**src/hdl/rldm_pkg.sv**
```systemverilog
`timescale 1ns / 1ps
package rldm_pkg;

   // input coordinate width, whole pixels
   localparam int COORD_BITS = 12;

   // coordinate and offset widths (Q.4)
   localparam int PIX_W  = COORD_BITS + 4;
   localparam int DIFF_W = ((PIX_W > 16) ? PIX_W : 16) + 1;
   localparam int MAG_W  = DIFF_W - 1;
   localparam int SQ_W   = 2 * MAG_W;

   // r2 divider
   localparam int R2_W    = 20;
   localparam int QUO_W   = R2_W + 1;
   localparam int NUM_W   = SQ_W + 17;
   localparam int DEN_W   = 32;
   localparam int REM_W   = ((NUM_W > DEN_W + QUO_W) ? NUM_W : DEN_W + QUO_W) + 1;
   localparam int DIV_LAT = QUO_W + 1;
   localparam logic [QUO_W:0] R2_MAX = (QUO_W + 1)'((1 << R2_W) - 1);

   // radial factor
   localparam int K1R2_W = 16 + R2_W + 1;
   localparam int ACC_W  = 58;
   localparam int RAD_W  = 28;
   localparam logic signed [ACC_W-1:0] ACC_BIAS = ACC_W'(64'h0000_4000_2000_0000);

   // distortion products
   localparam int PROD_W = DIFF_W + RAD_W;
   localparam int RND_W  = PROD_W - 16;
   localparam int UD_W   = RND_W + 1;
   localparam int DU_W   = UD_W + 1;
   localparam logic signed [PROD_W-1:0] HALF_LSB = PROD_W'(32768);

   // output fields
   localparam int OUT_W = 18;
   localparam int LEN_W = 16;
   localparam logic signed [UD_W-1:0] OUT_MAX = UD_W'(131071);
   localparam logic signed [UD_W-1:0] OUT_MIN = UD_W'(-131072);

   // shift length square root
   localparam int SQ_IT   = 17;
   localparam int SQ_N_W  = 2 * SQ_IT;
   localparam int SQ_O_W  = SQ_IT + 1;
   localparam int SQ_LAT  = SQ_IT + 2;

   // pipeline depth, accept to result strobe
   localparam int FRONT_STAGES = 4;
   localparam int MID_STAGES   = 12;
   localparam int TOT_LAT = FRONT_STAGES + DIV_LAT + MID_STAGES + SQ_LAT + 1;

   // register map
   localparam int CSR_IDX_W = 3;
   localparam logic [CSR_IDX_W-1:0] REG_FOCAL_X  = 3'd0;
   localparam logic [CSR_IDX_W-1:0] REG_FOCAL_Y  = 3'd1;
   localparam logic [CSR_IDX_W-1:0] REG_CENTER_X = 3'd2;
   localparam logic [CSR_IDX_W-1:0] REG_CENTER_Y = 3'd3;
   localparam logic [CSR_IDX_W-1:0] REG_K1       = 3'd4;
   localparam logic [CSR_IDX_W-1:0] REG_K2       = 3'd5;

   // per-item geometry carried beside the divider and multipliers
   typedef struct packed {
      logic signed [DIFF_W-1:0] dx;
      logic signed [DIFF_W-1:0] dy;
      logic [PIX_W-1:0]         pu;
      logic [PIX_W-1:0]         pv;
   } geo_type;

   // finished fields carried beside the square root
   typedef struct packed {
      logic signed [OUT_W-1:0] uo;
      logic signed [OUT_W-1:0] vo;
      logic [R2_W-1:0]         r2;
      logic                    big;
   } tail_type;

   // saturate a distorted coordinate to the output field
   function automatic logic signed [OUT_W-1:0] clamp_out(input logic signed [UD_W-1:0] v);
      logic signed [UD_W-1:0] t;
      t = v;
      if (v > OUT_MAX) t = OUT_MAX;
      if (v < OUT_MIN) t = OUT_MIN;
      return OUT_W'(t);
   endfunction

endpackage

```
**src/hdl/rldm_sqrt.sv**
```systemverilog
`timescale 1ns / 1ps
// Pipelined integer square root, one result bit per stage,
// rounded to nearest in a last stage.
module rldm_sqrt (
   input  logic                          clock,
   input  logic                          reset,
   input  logic                          in_valid,
   input  logic [rldm_pkg::SQ_N_W-1:0]   in_n,
   output logic                          out_valid,
   output logic [rldm_pkg::SQ_O_W-1:0]   out_root
);

   logic                          valid_ff [rldm_pkg::SQ_IT+1];
   logic [rldm_pkg::SQ_N_W-1:0]   n_ff     [rldm_pkg::SQ_IT+1];
   logic [rldm_pkg::SQ_N_W-1:0]   res_ff   [rldm_pkg::SQ_IT+1];
   logic                          out_valid_ff;
   logic [rldm_pkg::SQ_O_W-1:0]   out_root_ff;

   // load stage
   always_ff @(posedge clock) begin
      if (reset) begin
         valid_ff[0] <= 1'b0;
      end else begin
         valid_ff[0] <= in_valid;
      end
      n_ff[0]   <= in_n;
      res_ff[0] <= '0;
   end

   // digit-by-digit root, bit weight 4^(SQ_IT-k)
   for (genvar k = 1; k <= rldm_pkg::SQ_IT; k++) begin : g_step
      localparam int SH = 2 * (rldm_pkg::SQ_IT - k);
      logic [rldm_pkg::SQ_N_W-1:0] bitv;
      logic [rldm_pkg::SQ_N_W-1:0] trial;
      logic                        take;

      assign bitv  = rldm_pkg::SQ_N_W'(1) << SH;
      assign trial = res_ff[k-1] + bitv;
      assign take  = n_ff[k-1] >= trial;

      always_ff @(posedge clock) begin
         if (reset) begin
            valid_ff[k] <= 1'b0;
         end else begin
            valid_ff[k] <= valid_ff[k-1];
         end
         n_ff[k]   <= take ? n_ff[k-1] - trial : n_ff[k-1];
         res_ff[k] <= take ? (res_ff[k-1] >> 1) + bitv : (res_ff[k-1] >> 1);
      end
   end

   // round up when the remainder exceeds the root
   always_ff @(posedge clock) begin
      if (reset) begin
         out_valid_ff <= 1'b0;
      end else begin
         out_valid_ff <= valid_ff[rldm_pkg::SQ_IT];
      end
      out_root_ff <= rldm_pkg::SQ_O_W'(res_ff[rldm_pkg::SQ_IT]) +
                     rldm_pkg::SQ_O_W'(n_ff[rldm_pkg::SQ_IT] > res_ff[rldm_pkg::SQ_IT]);
   end

   assign out_valid = out_valid_ff;
   assign out_root  = out_root_ff;

endmodule

```
**config.mk**
```make
export PLATFORM = sky130hd
export DESIGN_NAME = rldm_sqrt
export DESIGN_NICKNAME = d
export VERILOG_FILES = /design/src/hdl/rldm_pkg.sv /design/src/hdl/rldm_sqrt.sv
export SDC_FILE = /design/constraint.sdc
export NUM_CORES = 1
export LEC_CHECK = 0
export BUFFER_PORTS_ARGS = -buffer_cell sky130_fd_sc_hd__buf_2
export CORE_ASPECT_RATIO = 2
export CORE_MARGIN = 2
export CORE_UTILIZATION = 55
export CTS_CLUSTER_SIZE = 30
export DETAILED_ROUTE_END_ITERATION = 8
export PLACE_DENSITY = 0.71
export SLEW_MARGIN = 30
export SYNTH_ARGS = -nofsm -noshare
export SYNTH_HDL_FRONTEND = slang
export SYNTH_SLANG_ARGS = --single-unit
```
**constraint.sdc**
```tcl
create_clock -name clock -period 6 [get_ports clock]
set_clock_uncertainty 0.2 [all_clocks]
set_input_delay 0.3 -clock clock [delete_from_list [all_inputs] [get_ports clock]]
set_output_delay 0.3 -clock clock [all_outputs]
set_load 0.005 [all_outputs]
```
Word-level counts from Yosys, hierarchy flattened --
Memories as Yosys holds them, arrays and structs flattened. A register that Yosys moved wholly into a read port is not among the register bits. Index checks and enable logic that the tools add are counted. W data, S select, Z words.
Storage, ports and cells: output and inout port bits 19, flip-flop bits (word level) 18, memories kept 3, memory bits (writable) 1242
Operators by class: bitwise operators 18, muxes and demuxes 55, add/subtract/negate cells 52, order comparisons 18
Memories:
- n_ff | words 18, bits a word 34, rd ports 18, clocked after Yosys merged registers in 0, write ports 18, RTL line rldm_sqrt.sv:14 | logic [rldm_pkg::SQ_N_W-1:0] n_ff [rldm_pkg::SQ_IT+1];
- res_ff | words 18, bits a word 34, rd ports 18, clocked after Yosys merged registers in 0, write ports 18, RTL line rldm_sqrt.sv:15 | logic [rldm_pkg::SQ_N_W-1:0] res_ff [rldm_pkg::SQ_IT+1];
- valid_ff | words 18, bits a word 1, rd ports 18, clocked after Yosys merged registers in 1, write ports 18, RTL line rldm_sqrt.sv:13 | logic valid_ff [rldm_pkg::SQ_IT+1];
Operators by type and width (count):
- $mux W34 | 34
- $ge A34 B34 Y1 | 17
- $sub A34 B34 Y34 | 17
- $add A33 B1 Y34 const B | 1
- $add A33 B11 Y34 const B | 1
- $add A33 B13 Y34 const B | 1
- $add A33 B15 Y34 const B | 1
- $add A33 B17 Y34 const B | 1
- $add A33 B19 Y34 const B | 1
- $add A33 B21 Y34 const B | 1
- $add A33 B23 Y34 const B | 1
- $add A33 B25 Y34 const B | 1
- $add A33 B27 Y34 const B | 1
- $add A33 B29 Y34 const B | 1
- $add A33 B3 Y34 const B | 1
- $add A33 B31 Y34 const B | 1
- $add A33 B33 Y34 const B | 1
- $add A33 B5 Y34 const B | 1
- $add A33 B7 Y34 const B | 1
- $add A33 B9 Y34 const B | 1
- $add A34 B1 Y34 const B | 1
- $add A34 B11 Y34 const B | 1
- $add A34 B13 Y34 const B | 1
- $add A34 B15 Y34 const B | 1
- other kinds (17) | 54

Depth between registers and ports, before layout --
An unclocked memory read counts as a cell.
word-level depth 4, mapped depth 17, depth with buffers taken out 17

Least setup slack after synthesis --
Ideal clock, no wire load.
path type flip-flop to flip-flop, start point mem res_ff[17][3] (netlist bit), end point reg out_root_ff (netlist bit out_root[16]), setup slack 3.011 ns, arrival time 2.717 ns, stages on the path, launching flop included 17, period minus slack after synthesis 2.989 ns, setup time 0.072 ns, path through dfxtp_1 > inv_1 > ha_1 > a21o_1 > a21o_1 > a211oi_1 > o21ai_0 > a21oi_1 > a41oi_1 > or2_2 > ha_1 > ha_1 > nand2_1 > nor2_1 > and4_1 > nand4_1 > xnor2_1
RTL lines:
- from (decl) | RTL line rldm_sqrt.sv:15
- to (signal assigned) | RTL line rldm_sqrt.sv:59 | out_root_ff <= rldm_pkg::SQ_O_W'(res_ff[rldm_pkg::SQ_IT]) +
- to (decl) | RTL line rldm_sqrt.sv:17 | logic [rldm_pkg::SQ_O_W-1:0] out_root_ff;

==> results.yml <==
global_routing:
  overflow: 0
  grt_pass1_vias: 22940
  grt_pass1_wl_um: 113000
  grt_max_degree: 30
  antenna_found_initial: 0
  grt_usage: 0.265
synth:
  synth_top_family_by_area: "simple AND/OR/NAND/NOR gates"
  synth_seq_area_share: 0.539
  synth_xor_area_frac: 0.0764
  synth-async-reset-ratio: 0
  netlist_instances: 2892
  ys_ff_latch: 802
  synth_fp_nets: 3116
  synthMuxAreaShare: 0.0145
  yosysWarnings: 0
  synth_cell_types: 85
  avgSynthCellArea_um2: 10.3
  synth_edf_count: 0
  synth_area_leaders: "dfxtp_1 (54%), ha_1 (7.8%), xnor2_1 (4.1%)"
  synth-compound-area-share: 0.108
  synthSimpleGateAreaFrac: 0.150
  syn_area_mm2: 0.0298
  yosysTopAreaCellShare: 0.539
  ys.flop_type: "dfxtp_1"
  synth_fa_ha_area_frac: 0.0785
  synth_area_leader_cell: "dfxtp_1"
worst_setup_path:
  end_kind: "register"
  slowest_stage: "a2111oi_1"
  cp_max_fo: 29
  crit_path_start_kind: "register"
  worstPathArrival_ns: 4.27
  cp_top_family: "simple AND/OR/NAND/NOR gates"
  cp_num_buf_inv: 1
  slowest_delay_ns: 0.75
  worstPathRequired_ns: 6.26
  criticalPathCategory: "reg -> reg"
  crit_chain: "nor4_2, nand4_1, a2111oi_1, and2_1, inv_1, nor2_1, a21oi_1"
final_layout:
  layout_common_cells: "dfxtp_1 (802), inv_1 (215), ha_1 (187), nor2_1 (181), nand2_1 (172)"
  fillers: 4251
  area_growth_pct: 12.6
  drive_gt1_frac: 0.0864
  final_common_cell: "dfxtp_1"
  multiInputGateArea_mm2: 0.0128
  nets: 3250
  seqCellArea_mm2: 0.0161
power_and_ir_drop:
  power_density_mw_per_mm2: 512
  vdd_drop_max_uv: 334
  power_uw: 17200
  power.leakage_uw: 0.0154
floorplan:
  die_w_um: 169
  dieArea_mm2: 0.0562
  core_area_mm2: 0.0536
  row_count: 120
  ioPinCount: 56
  die_h_um: 333
  start_util: 0.556
cts:
  cts_hold_buf: 37
  ctsRootBufferMaster: "clkbuf_16"
  clkTransAtPathRegs_ns: 0.07
  clkLatencyLatePin_ns: 0.62
  cts_tree: "yes"
  cts.repair.resized: 0
  cts_setup_buffers: 0
  cts.sinks: 802
  htreeDepth: 3
  cts_buffers: 68
  ctsLongestPathBuffers: 3
route:
  initialDrtViolationCount: 907
  first_pass_iters: 5
  routed_wl_um: 73600
  vias_per_cell: 5.62
  ant_nets: 0
  vias: 21070
  wl_per_cell_um: 19.6
  drc: 0
place:
  gp_congestion: 0.945
  portBuffers: 55
  dp_hpwl_um: 57800
sta:
  hold_viol_final: 0
  setup_viol: 0
  fmax_mhz: 250
  slew_headroom: 0.279
  fin_crit_sh: 0.668
  rsz0062_at_grt: "no"
  tightest_slew_ns: 1.07
  fin_setup_tns_ns: 0
  min_period_ns: 4.01
  drv_slew: 0
hold_path:
  holdCritPathClass: "in -> reg"
run_status:
  status: "finished clean"
run:
  drv_cap: 0
[sequential cells by signal (all words and copies together) (netlist names)]
signal / flops
n_ff: 612
res_ff: 153
valid_ff: 18
out_root: 18
out_valid: 1
[where the power goes]
group | switching (uW) | leakage (uW) | total (uW) | internal, uW
logic | 2830 | 0.00749 | 5090 | 2260
clock network | 2020 | 0.00114 | 4540 | 2520
registers | 954 | 0.00672 | 7580 | 6620
[layout make-up]
class,count,area share
inverter,218,0.0244
clock inverter,42,0.0138
sequential,802,0.478
antenna,2,0.000149
timing repair buffer,102,0.0215
multi-input combinational,1834,0.381
clock buffer,81,0.0555
tap,671,0.0250
[cells in the mapped netlist (all sizes together) (8+ instances only)]
cell	count
dfxtp	802
inv	218
ha	187
nor2	182
nand2	172
a21oi	158
o21ai	139
xnor2	138
xor2	122
nor3	91
nor4	82
a21o	50
nand2b	44
nand4	44
nand3	42
nor2b	39
o21a	38
mux2	31
or3	25
buf	20
and2	18
clkbuf	18
o31ai	17
a211oi	14
nor4b	14
o211ai	12
nand4b	11
or2	11
or4	11
a21boi	10
nand3b	10
a31oi	9
and4	9
a31o	8
and3	8
mux2i	8
[worst register-to-register path, stage by stage (launching register included)]
cell and delay (ns):
dfxtp_1 0.39, nor4_2 0.64, nand4_1 0.36, a2111oi_1 0.75, and2_1 0.62, inv_1 0.58
nor2_1 0.25, a21oi_1 0.06
[layer usage]
layer	vias up	global-route usage	share of wire	wire, um
met5	-	0	0	0
met4	0	0.301	0.13	9460
met3	328	0.0333	0.025	1850
met2	522	0.574	0.60	44200
met1	9909	0.151	0.25	18100
li1	10311	-	-	-
[worst paths after layout]
check,slack [ns],to,depth (start not counted),start
max,1.99,n_ff[17][2],7,n_ff[16][18]
min,0.11,n_ff[0][18],2,in_n[18]
max reg2reg,1.99,n_ff[17][2],7,n_ff[16][18]
min reg2reg,0.13,n_ff[1][26],0,n_ff[0][26]
[through the flow]
stage                     std cells  hold WS (ns)  worst slack [ns]  instance area [um2]   util
after floorplan                2892         0.110              3.01                29800      -
after global placement         3589         0.111              2.12                30800  0.575
after detailed placement       3589         0.112              2.08                30900  0.576
after global routing           3750         0.115              1.79                33600  0.626
final                          3752         0.114              1.99                33600  0.626
after CTS                      3749        0.0893              2.05                33600  0.626
[kinds of logic (layout without fill, tap and decap cells)]
group,count (synthesis),in the layout
buffers and inverters,256,443
AND/OR/NAND/NOR,837,837
adder cells (fa/ha/maj),187,187
XOR/XNOR,260,260
AO/OA/AOI/OAI,511,511
flip-flops,802,802
other,0,2
multiplexers,39,39
Note: power is estimated with default switching activity, not from simulation.
