File: src/hdl/rldm_pkg.sv
`timescale 1ns / 1ps
package rldm_pkg;

   // input coordinate width, whole pixels
   localparam int COORD_BITS = 12;

   // coordinate and offset widths (Q.4)
   localparam int PIX_W  = COORD_BITS + 4;
   localparam int DIFF_W = ((PIX_W > 16) ? PIX_W : 16) + 1;
   localparam int MAG_W  = DIFF_W - 1;
   localparam int SQ_W   = 2 * MAG_W;

   // r2 divider
   localparam int R2_W    = 20;
   localparam int QUO_W   = R2_W + 1;
   localparam int NUM_W   = SQ_W + 17;
   localparam int DEN_W   = 32;
   localparam int REM_W   = ((NUM_W > DEN_W + QUO_W) ? NUM_W : DEN_W + QUO_W) + 1;
   localparam int DIV_LAT = QUO_W + 1;
   localparam logic [QUO_W:0] R2_MAX = (QUO_W + 1)'((1 << R2_W) - 1);

   // radial factor
   localparam int K1R2_W = 16 + R2_W + 1;
   localparam int ACC_W  = 58;
   localparam int RAD_W  = 28;
   localparam logic signed [ACC_W-1:0] ACC_BIAS = ACC_W'(64'h0000_4000_2000_0000);

   // distortion products
   localparam int PROD_W = DIFF_W + RAD_W;
   localparam int RND_W  = PROD_W - 16;
   localparam int UD_W   = RND_W + 1;
   localparam int DU_W   = UD_W + 1;
   localparam logic signed [PROD_W-1:0] HALF_LSB = PROD_W'(32768);

   // output fields
   localparam int OUT_W = 18;
   localparam int LEN_W = 16;
   localparam logic signed [UD_W-1:0] OUT_MAX = UD_W'(131071);
   localparam logic signed [UD_W-1:0] OUT_MIN = UD_W'(-131072);

   // shift length square root
   localparam int SQ_IT   = 17;
   localparam int SQ_N_W  = 2 * SQ_IT;
   localparam int SQ_O_W  = SQ_IT + 1;
   localparam int SQ_LAT  = SQ_IT + 2;

   // pipeline depth, accept to result strobe
   localparam int FRONT_STAGES = 4;
   localparam int MID_STAGES   = 12;
   localparam int TOT_LAT = FRONT_STAGES + DIV_LAT + MID_STAGES + SQ_LAT + 1;

   // register map
   localparam int CSR_IDX_W = 3;
   localparam logic [CSR_IDX_W-1:0] REG_FOCAL_X  = 3'd0;
   localparam logic [CSR_IDX_W-1:0] REG_FOCAL_Y  = 3'd1;
   localparam logic [CSR_IDX_W-1:0] REG_CENTER_X = 3'd2;
   localparam logic [CSR_IDX_W-1:0] REG_CENTER_Y = 3'd3;
   localparam logic [CSR_IDX_W-1:0] REG_K1       = 3'd4;
   localparam logic [CSR_IDX_W-1:0] REG_K2       = 3'd5;

   // per-item geometry carried beside the divider and multipliers
   typedef struct packed {
      logic signed [DIFF_W-1:0] dx;
      logic signed [DIFF_W-1:0] dy;
      logic [PIX_W-1:0]         pu;
      logic [PIX_W-1:0]         pv;
   } geo_type;

   // finished fields carried beside the square root
   typedef struct packed {
      logic signed [OUT_W-1:0] uo;
      logic signed [OUT_W-1:0] vo;
      logic [R2_W-1:0]         r2;
      logic                    big;
   } tail_type;

   // saturate a distorted coordinate to the output field
   function automatic logic signed [OUT_W-1:0] clamp_out(input logic signed [UD_W-1:0] v);
      logic signed [UD_W-1:0] t;
      t = v;
      if (v > OUT_MAX) t = OUT_MAX;
      if (v < OUT_MIN) t = OUT_MIN;
      return OUT_W'(t);
   endfunction

endpackage

File: src/hdl/rldm_div.sv
`timescale 1ns / 1ps
// Pipelined restoring divider, one quotient bit per stage.
// Flags quotients that do not fit QUO_W bits.
module rldm_div (
   input  logic                           clock,
   input  logic                           reset,
   input  logic                           in_valid,
   input  logic [rldm_pkg::NUM_W-1:0]     in_num,
   input  logic [rldm_pkg::DEN_W-1:0]     in_den,
   output logic                           out_valid,
   output logic [rldm_pkg::QUO_W-1:0]     out_quo,
   output logic                           out_ovf
);

   logic                          valid_ff [rldm_pkg::QUO_W+1];
   logic [rldm_pkg::REM_W-1:0]    rem_ff   [rldm_pkg::QUO_W+1];
   logic [rldm_pkg::DEN_W-1:0]    den_ff   [rldm_pkg::QUO_W+1];
   logic [rldm_pkg::QUO_W-1:0]    quo_ff   [rldm_pkg::QUO_W+1];
   logic                          ovf_ff   [rldm_pkg::QUO_W+1];

   // load stage: range check against den << QUO_W
   always_ff @(posedge clock) begin
      if (reset) begin
         valid_ff[0] <= 1'b0;
      end else begin
         valid_ff[0] <= in_valid;
      end
      rem_ff[0] <= rldm_pkg::REM_W'(in_num);
      den_ff[0] <= in_den;
      quo_ff[0] <= '0;
      ovf_ff[0] <= rldm_pkg::REM_W'(in_num) >=
                   (rldm_pkg::REM_W'(in_den) << rldm_pkg::QUO_W);
   end

   // one trial subtract per stage, MSB first
   for (genvar k = 1; k <= rldm_pkg::QUO_W; k++) begin : g_step
      localparam int SH = rldm_pkg::QUO_W - k;
      logic [rldm_pkg::REM_W:0] diff;
      logic                     take;

      assign diff = {1'b0, rem_ff[k-1]} -
                    {1'b0, (rldm_pkg::REM_W'(den_ff[k-1]) << SH)};
      assign take = ~diff[rldm_pkg::REM_W];

      always_ff @(posedge clock) begin
         if (reset) begin
            valid_ff[k] <= 1'b0;
         end else begin
            valid_ff[k] <= valid_ff[k-1];
         end
         rem_ff[k] <= take ? diff[rldm_pkg::REM_W-1:0] : rem_ff[k-1];
         den_ff[k] <= den_ff[k-1];
         quo_ff[k] <= {quo_ff[k-1][rldm_pkg::QUO_W-2:0], take};
         ovf_ff[k] <= ovf_ff[k-1];
      end
   end

   assign out_valid = valid_ff[rldm_pkg::QUO_W];
   assign out_quo   = quo_ff[rldm_pkg::QUO_W];
   assign out_ovf   = ovf_ff[rldm_pkg::QUO_W];

endmodule

File: config.mk
export PLATFORM = sky130hd
export DESIGN_NAME = rldm_div
export DESIGN_NICKNAME = d
export VERILOG_FILES = /design/src/hdl/rldm_pkg.sv /design/src/hdl/rldm_div.sv
export SDC_FILE = /design/constraint.sdc
export NUM_CORES = 2
export LEC_CHECK = 0
export BUFFER_PORTS_ARGS = -buffer_cell sky130_fd_sc_hd__buf_2
export CORE_UTILIZATION = 30
export DETAILED_ROUTE_END_ITERATION = 7
export MAX_ROUTING_LAYER = met4
export SLEW_MARGIN = 0
export SYNTH_ARGS = -nofsm -noshare
export SYNTH_HDL_FRONTEND = slang
export SYNTH_SLANG_ARGS = --single-unit
File: constraint.sdc
create_clock -name clock -period 5.13 [get_ports clock]
set_clock_uncertainty 0.2 [all_clocks]
set_input_delay 0.2565 -clock clock [delete_from_list [all_inputs] [get_ports clock]]
set_output_delay 0.2565 -clock clock [all_outputs]
set_load 0.02 [all_outputs]
Word level (Yosys, flattened, before mapping)
Memory sizes are Yosys's and may differ from the RTL's. Index checks and enable logic that the tools add are counted.

Memories kept: 5. Register bits after elaboration: 0. Logic and storage cells: 116. Output and inout port bits: 23. Bits in writable memories: 2398. Input port bits: 84.

$add $sub $neg: 21. Order comparisons: 1. Multiplexer cells: 46. Bitwise logic cells: 43.

Memory list: rem_ff (words 22, bits a word 54, read ports 21, clocked after memory_dff 0, wr ports 22, RTL line rldm_div.sv:16) `logic [rldm_pkg::REM_W-1:0] rem_ff [rldm_pkg::QUO_W+1];`; den_ff (words 22, bits a word 32, read ports 21, clocked after memory_dff 0, wr ports 22, RTL line rldm_div.sv:17) `logic [rldm_pkg::DEN_W-1:0] den_ff [rldm_pkg::QUO_W+1];`; quo_ff (words 22, bits a word 21, read ports 22, clocked after memory_dff 0, wr ports 22, RTL line rldm_div.sv:18) `logic [rldm_pkg::QUO_W-1:0] quo_ff [rldm_pkg::QUO_W+1];`; ovf_ff (words 22, bits a word 1, read ports 22, clocked after memory_dff 0, wr ports 22, RTL line rldm_div.sv:19) `logic ovf_ff [rldm_pkg::QUO_W+1];`; valid_ff (words 22, bits a word 1, read ports 22, clocked after memory_dff 0, wr ports 22, RTL line rldm_div.sv:15) `logic valid_ff [rldm_pkg::QUO_W+1];`.

Operator list (count): two-way mux 54 bit (21); subtractor 54 x 32 -> 55 bit (1); subtractor 54 x 33 -> 55 bit (1); subtractor 54 x 34 -> 55 bit (1); subtractor 54 x 35 -> 55 bit (1); subtractor 54 x 36 -> 55 bit (1); subtractor 54 x 37 -> 55 bit (1); subtractor 54 x 38 -> 55 bit (1); subtractor 54 x 39 -> 55 bit (1); subtractor 54 x 40 -> 55 bit (1); subtractor 54 x 41 -> 55 bit (1); subtractor 54 x 42 -> 55 bit (1); subtractor 54 x 43 -> 55 bit (1); subtractor 54 x 44 -> 55 bit (1); subtractor 54 x 45 -> 55 bit (1); subtractor 54 x 46 -> 55 bit (1); subtractor 54 x 47 -> 55 bit (1); subtractor 54 x 48 -> 55 bit (1); subtractor 54 x 49 -> 55 bit (1); subtractor 54 x 50 -> 55 bit (1); subtractor 54 x 51 -> 55 bit (1); subtractor 54 x 52 -> 55 bit (1); >= comparator 49 x 53 -> 1 bit (1); two-way mux 1 bit (25); other kinds (2) (43).

Logic depth before layout (Yosys ltp)
Depth after elaboration: 3. Mapped depth: 17. Gate-level depth less buffers: 14.

Worst setup path after synthesis
No wires, ideal clock.

Path kind: reg-to-reg. Start point: mem rem_ff[4][12] (netlist name). End point: mem rem_ff[4][66] (netlist name). Setup time: 0.072 ns. Period minus slack after synthesis: 3.612 ns. Arrival time: 3.340 ns. Buffers on the path: 1. Required time: 4.858 ns. Cell stages (with the launch flop): 15. Slack: 1.518 ns. Cells stage by stage: dfxtp_1 -> inv_1 -> ha_1 -> inv_1 -> fa_1 -> a211oi_1 -> o21ai_0 -> o211ai_1 -> a21oi_1 -> o41ai_1 -> o21ai_0 -> o21ba_2 -> nor3_1 -> clkbuf_1 -> mux2i_1.

RTL lines (RTL line): start, declared (rldm_div.sv:16).

==> impl_results.md <==
- Run status: completed
- Syn_area_per_cell: between 9 and 10 µm²
- Leading cell type in the layout, fill and taps excluded: dfxtp_1
- CTS tree: done
- Slew headroom: 16.25%
- R2r endpoint: rem_ff[2][107]
- Setup TNS: 0 ns
- First-pass GRT wire length: roughly 340,000 µm
- Max Slew Vio Count: 0
- Routed len/inst: between 10 and 15 µm
- Largest net degree at the start of global routing: 64
- Max IR drop VDD: 0.3891 mV
- Num ports: ~110
- XOR/XNOR share of the synthesized area: 7.299%
- First-pass iteration count of the detailed router: 6
- Reg power frac: between 30% and 40%
- Layout cells sized above 1: between 7 and 8%
- Primary FF master, synth: dfxtp_1
- Area Growth Syn to Fin: 16.25%
- Die Height: roughly 550 µm
- Setup crit end kind: register
- LEAKAGE: 46.27 nW
- Cells after DPL: about 14,000
- WL final: 210,900 µm
- Reg2reg path depth: 14
- Post-synthesis adder-cell area fraction: 10.11%
- Worst Hold Depth: 0
- DRT antenna net count: 0
- Mapped cell area: around 90,000 µm²
- # setup viols final: 0
- Worst Hold Slack: about 0.10 ns
- Starting Density: between 30% and 40%
- Vias after detailed routing: 65,873
- Vias in the first global route: between 60,000 and 70,000
- DRT iter0 DRCs: about 3,100
- CTS root buf: clkbuf_16
- Final core occ: a little over a third
- RSZ-0062 raised after global routing: false
- Final Hold Fails: 0
- Largest family of logic cells by synthesized area: compound AO/OA/AOI/OAI gates
- Seq/Total Area, Yosys: a little under half
- Row cnt: 200
- Sw Share: between 30% and 40%
- Maximum fanout along the worst path: 9
- Max-cap violations: 0
- Core region area: ~300,000 µm²
- Synth Warn #: 0
- R2R setup slack: around 0.63 ns
- Compound-Gate Fraction of Synth Area: 17.41%
- Final HPWL DP: 162,100 µm
- Gpl congestion: 0.9140
- Maximum clock rate: about 220 MHz
- Gate power share: between 40% and 50%
- Global-route usage over all layers: between 10 and 15%
- Total net switching power: 24.68 mW
- Worst min path class: reg -> reg
- Tcrit/Tclk final: roughly 88%
- CTS Sinks: roughly 2,100
- Hold endpoint: quo_ff[21][16]
- DIE WIDTH: around 550 µm
- Post-synthesis simple-gate area fraction: approximately an eighth
- P_int: between 40 and 50 mW
- DP Area: about 95,000 µm²
- CP Data Required Time: roughly 5.7 ns
- Count of input and output buffers: 106
- Most frequent cells in the layout: dfxtp_1, inv_1, a21oi_1
- Initial antenna violation count: 3
- H-tree depth: 4
- Worst Hold Launch: quo_ff[20][15]
- Nets: ~11,000
- Final Critical Period: around 4.5 ns
- Fill cells: between 30,000 and 40,000
- Least-Margin Pin Slew: 1.225 ns
- Asr flop ratio synth: 0%
- Clock-pin slew on the worst setup and hold paths: 0.06 ns
- Fin cells: approximately 14,000
- Gr ovfl total: 0
- Post-route cell area: 104,800 µm²
- Worst skew pair latency: slightly above 0.9 ns
- R2r startpoint: rem_ff[2][16]
- # DRC: 0
- Power Dens Cells: ~640 nW/µm²
- WP data arrival: 5.10 ns
- Startpoint Class: register
- CTS Buf Count: approximately 230
- Post-synthesis mux area share: about 1.4%
- EDFF count, synth: 0
- Synth cell types: just under 90
- Yosys reg bits: approximately 2,100
- Die ar.: between 300,000 and 400,000 µm²
- Setup Crit Path Kind: reg -> reg
- Synth Instances: between 9,000 and 10,000
- # resized after CTS: 0
- Clk pwr share: between 20% and 30%
- Max Root-Sink Buffers: 4
- Vias per cell: around 4.6
cell type report:
cell class | instances | area [µm²] | share of cell area (%)
diodes | 3 | 7.507 | 0.007167
flip-flops and latches | 2076 | 41560 | 39.67
clock buffers | 309 | 6548 | 6.250
inverters | 871 | 3269 | 3.121
repair buffers | 334 | 2768 | 2.642
clock inverters | 107 | 1286 | 1.228
well taps | 3939 | 4928 | 4.705
multi-input cells | 6530 | 44390 | 42.37
stage by stage:
step / power [mW] / setup slack, ns
final: 67.19 / 0.6262
after global routing: 72.16 / 0.3347
after CTS: 67.74 / 0.6624
after detailed placement: 50.38 / 0.6820
after global placement: 50.38 / 0.5734
after floorplan: 43.61 / 1.518
synthesized netlist by cell type, types with 18 or more instances:
library cell / n / area [µm²]
nand4_1: 125 / 782.0
a21boi_0: 22 / 165.2
o21a_1: 100 / 750.7
dfxtp_1: 2076 / 41560
mux2_2: 97 / 1092
clkbuf_1: 231 / 867.1
or2_2: 35 / 219.0
and4_1: 18 / 157.7
and2_1: 46 / 287.8
o211ai_1: 43 / 322.8
o31ai_1: 67 / 503.0
nor3_1: 166 / 830.8
nor2b_1: 123 / 769.5
inv_1: 869 / 3262
a2111oi_0: 24 / 210.2
a21oi_1: 796 / 3984
nand2b_1: 107 / 669.4
nor4_1: 66 / 412.9
nand2_1: 750 / 2815
a31oi_1: 67 / 419.2
nand3_1: 154 / 770.7
xnor2_1: 393 / 3442
ha_1: 696 / 8708
o31a_1: 22 / 192.7
a211oi_1: 83 / 623.1
o21ai_0: 649 / 3248
or4_1: 32 / 240.2
and3_1: 53 / 331.6
fa_1: 20 / 400.4
buf_1: 24 / 90.09
nor2_1: 589 / 2211
or3_1: 73 / 456.7
o21bai_1: 85 / 638.1
nor3b_1: 18 / 135.1
a21o_1: 364 / 2733
a211o_1: 25 / 219.0
xor2_1: 358 / 3136
metal layers:
metal,up-vias,share of wire [%],track usage [%]
li1,34317,-,-
met1,29865,41,14.59
met2,1132,50,25.37
met3,559,3.3,1.923
met4,0,6.0,7.927
met5,-,0,-
worst max-delay path by stage:
stage,start,endpoint,slack (ns),depth (start not counted)
after floorplan,rem_ff[4][12],rem_ff[4][66],1.52,14
after global placement,rem_ff[2][16],rem_ff[2][107],0.57,14
after detailed placement,rem_ff[2][16],rem_ff[2][106],0.68,14
after CTS,rem_ff[2][16],rem_ff[2][107],0.66,14
after global routing,rem_ff[2][16],rem_ff[2][106],0.33,14
final,rem_ff[2][16],rem_ff[2][107],0.63,14
worst max-delay path: stages (launching register included):
cell and delay [ns]:
dfxtp_1 0.32, inv_1 0.05, ha_1 0.18, inv_1 0.07, fa_1 0.23, a211oi_1 0.10
o21bai_1 0.31, a2111oi_0 0.20, nor3b_1 0.45, a211oi_1 0.23, o31ai_1 0.97, a21boi_4 0.22
or4_1 0.54, nor3_1 0.24, xor2_1 0.15
state kept, by name, indices dropped and copies added (netlist names):
name / count
den_ff: 672
rem_ff: 1129
quo_ff: 231
ovf_ff: 22
valid_ff: 22
logic make-up after synthesis:
group                      after synthesis
muxes                                  111
other                                    1
AOI/OAI and AO/OA                     2532
buffers and inverters                 1134
and+or+nand+nor                       2418
DFF                                   2076
adders and majority gates              716
xor gates and xnor gates               751
timing repair:
item	in CTS	in global routing
setup endpoints to repair	0	0
buffers inserted	0	0
hold endpoints to repair	104	0
hold buffers	165	0
power by group through the flow:
stage               Clock (mW)  Sequential [mW]  Combinational, mW
floorplan                    0             22.4               21.2
global placement             0             23.7               26.7
detailed placement           0             23.6               26.8
CTS                       17.4             23.3               27.0
global route              18.1             23.7               30.4
finish                    16.8             23.3               27.1
(Power assumes the default switching activity.)
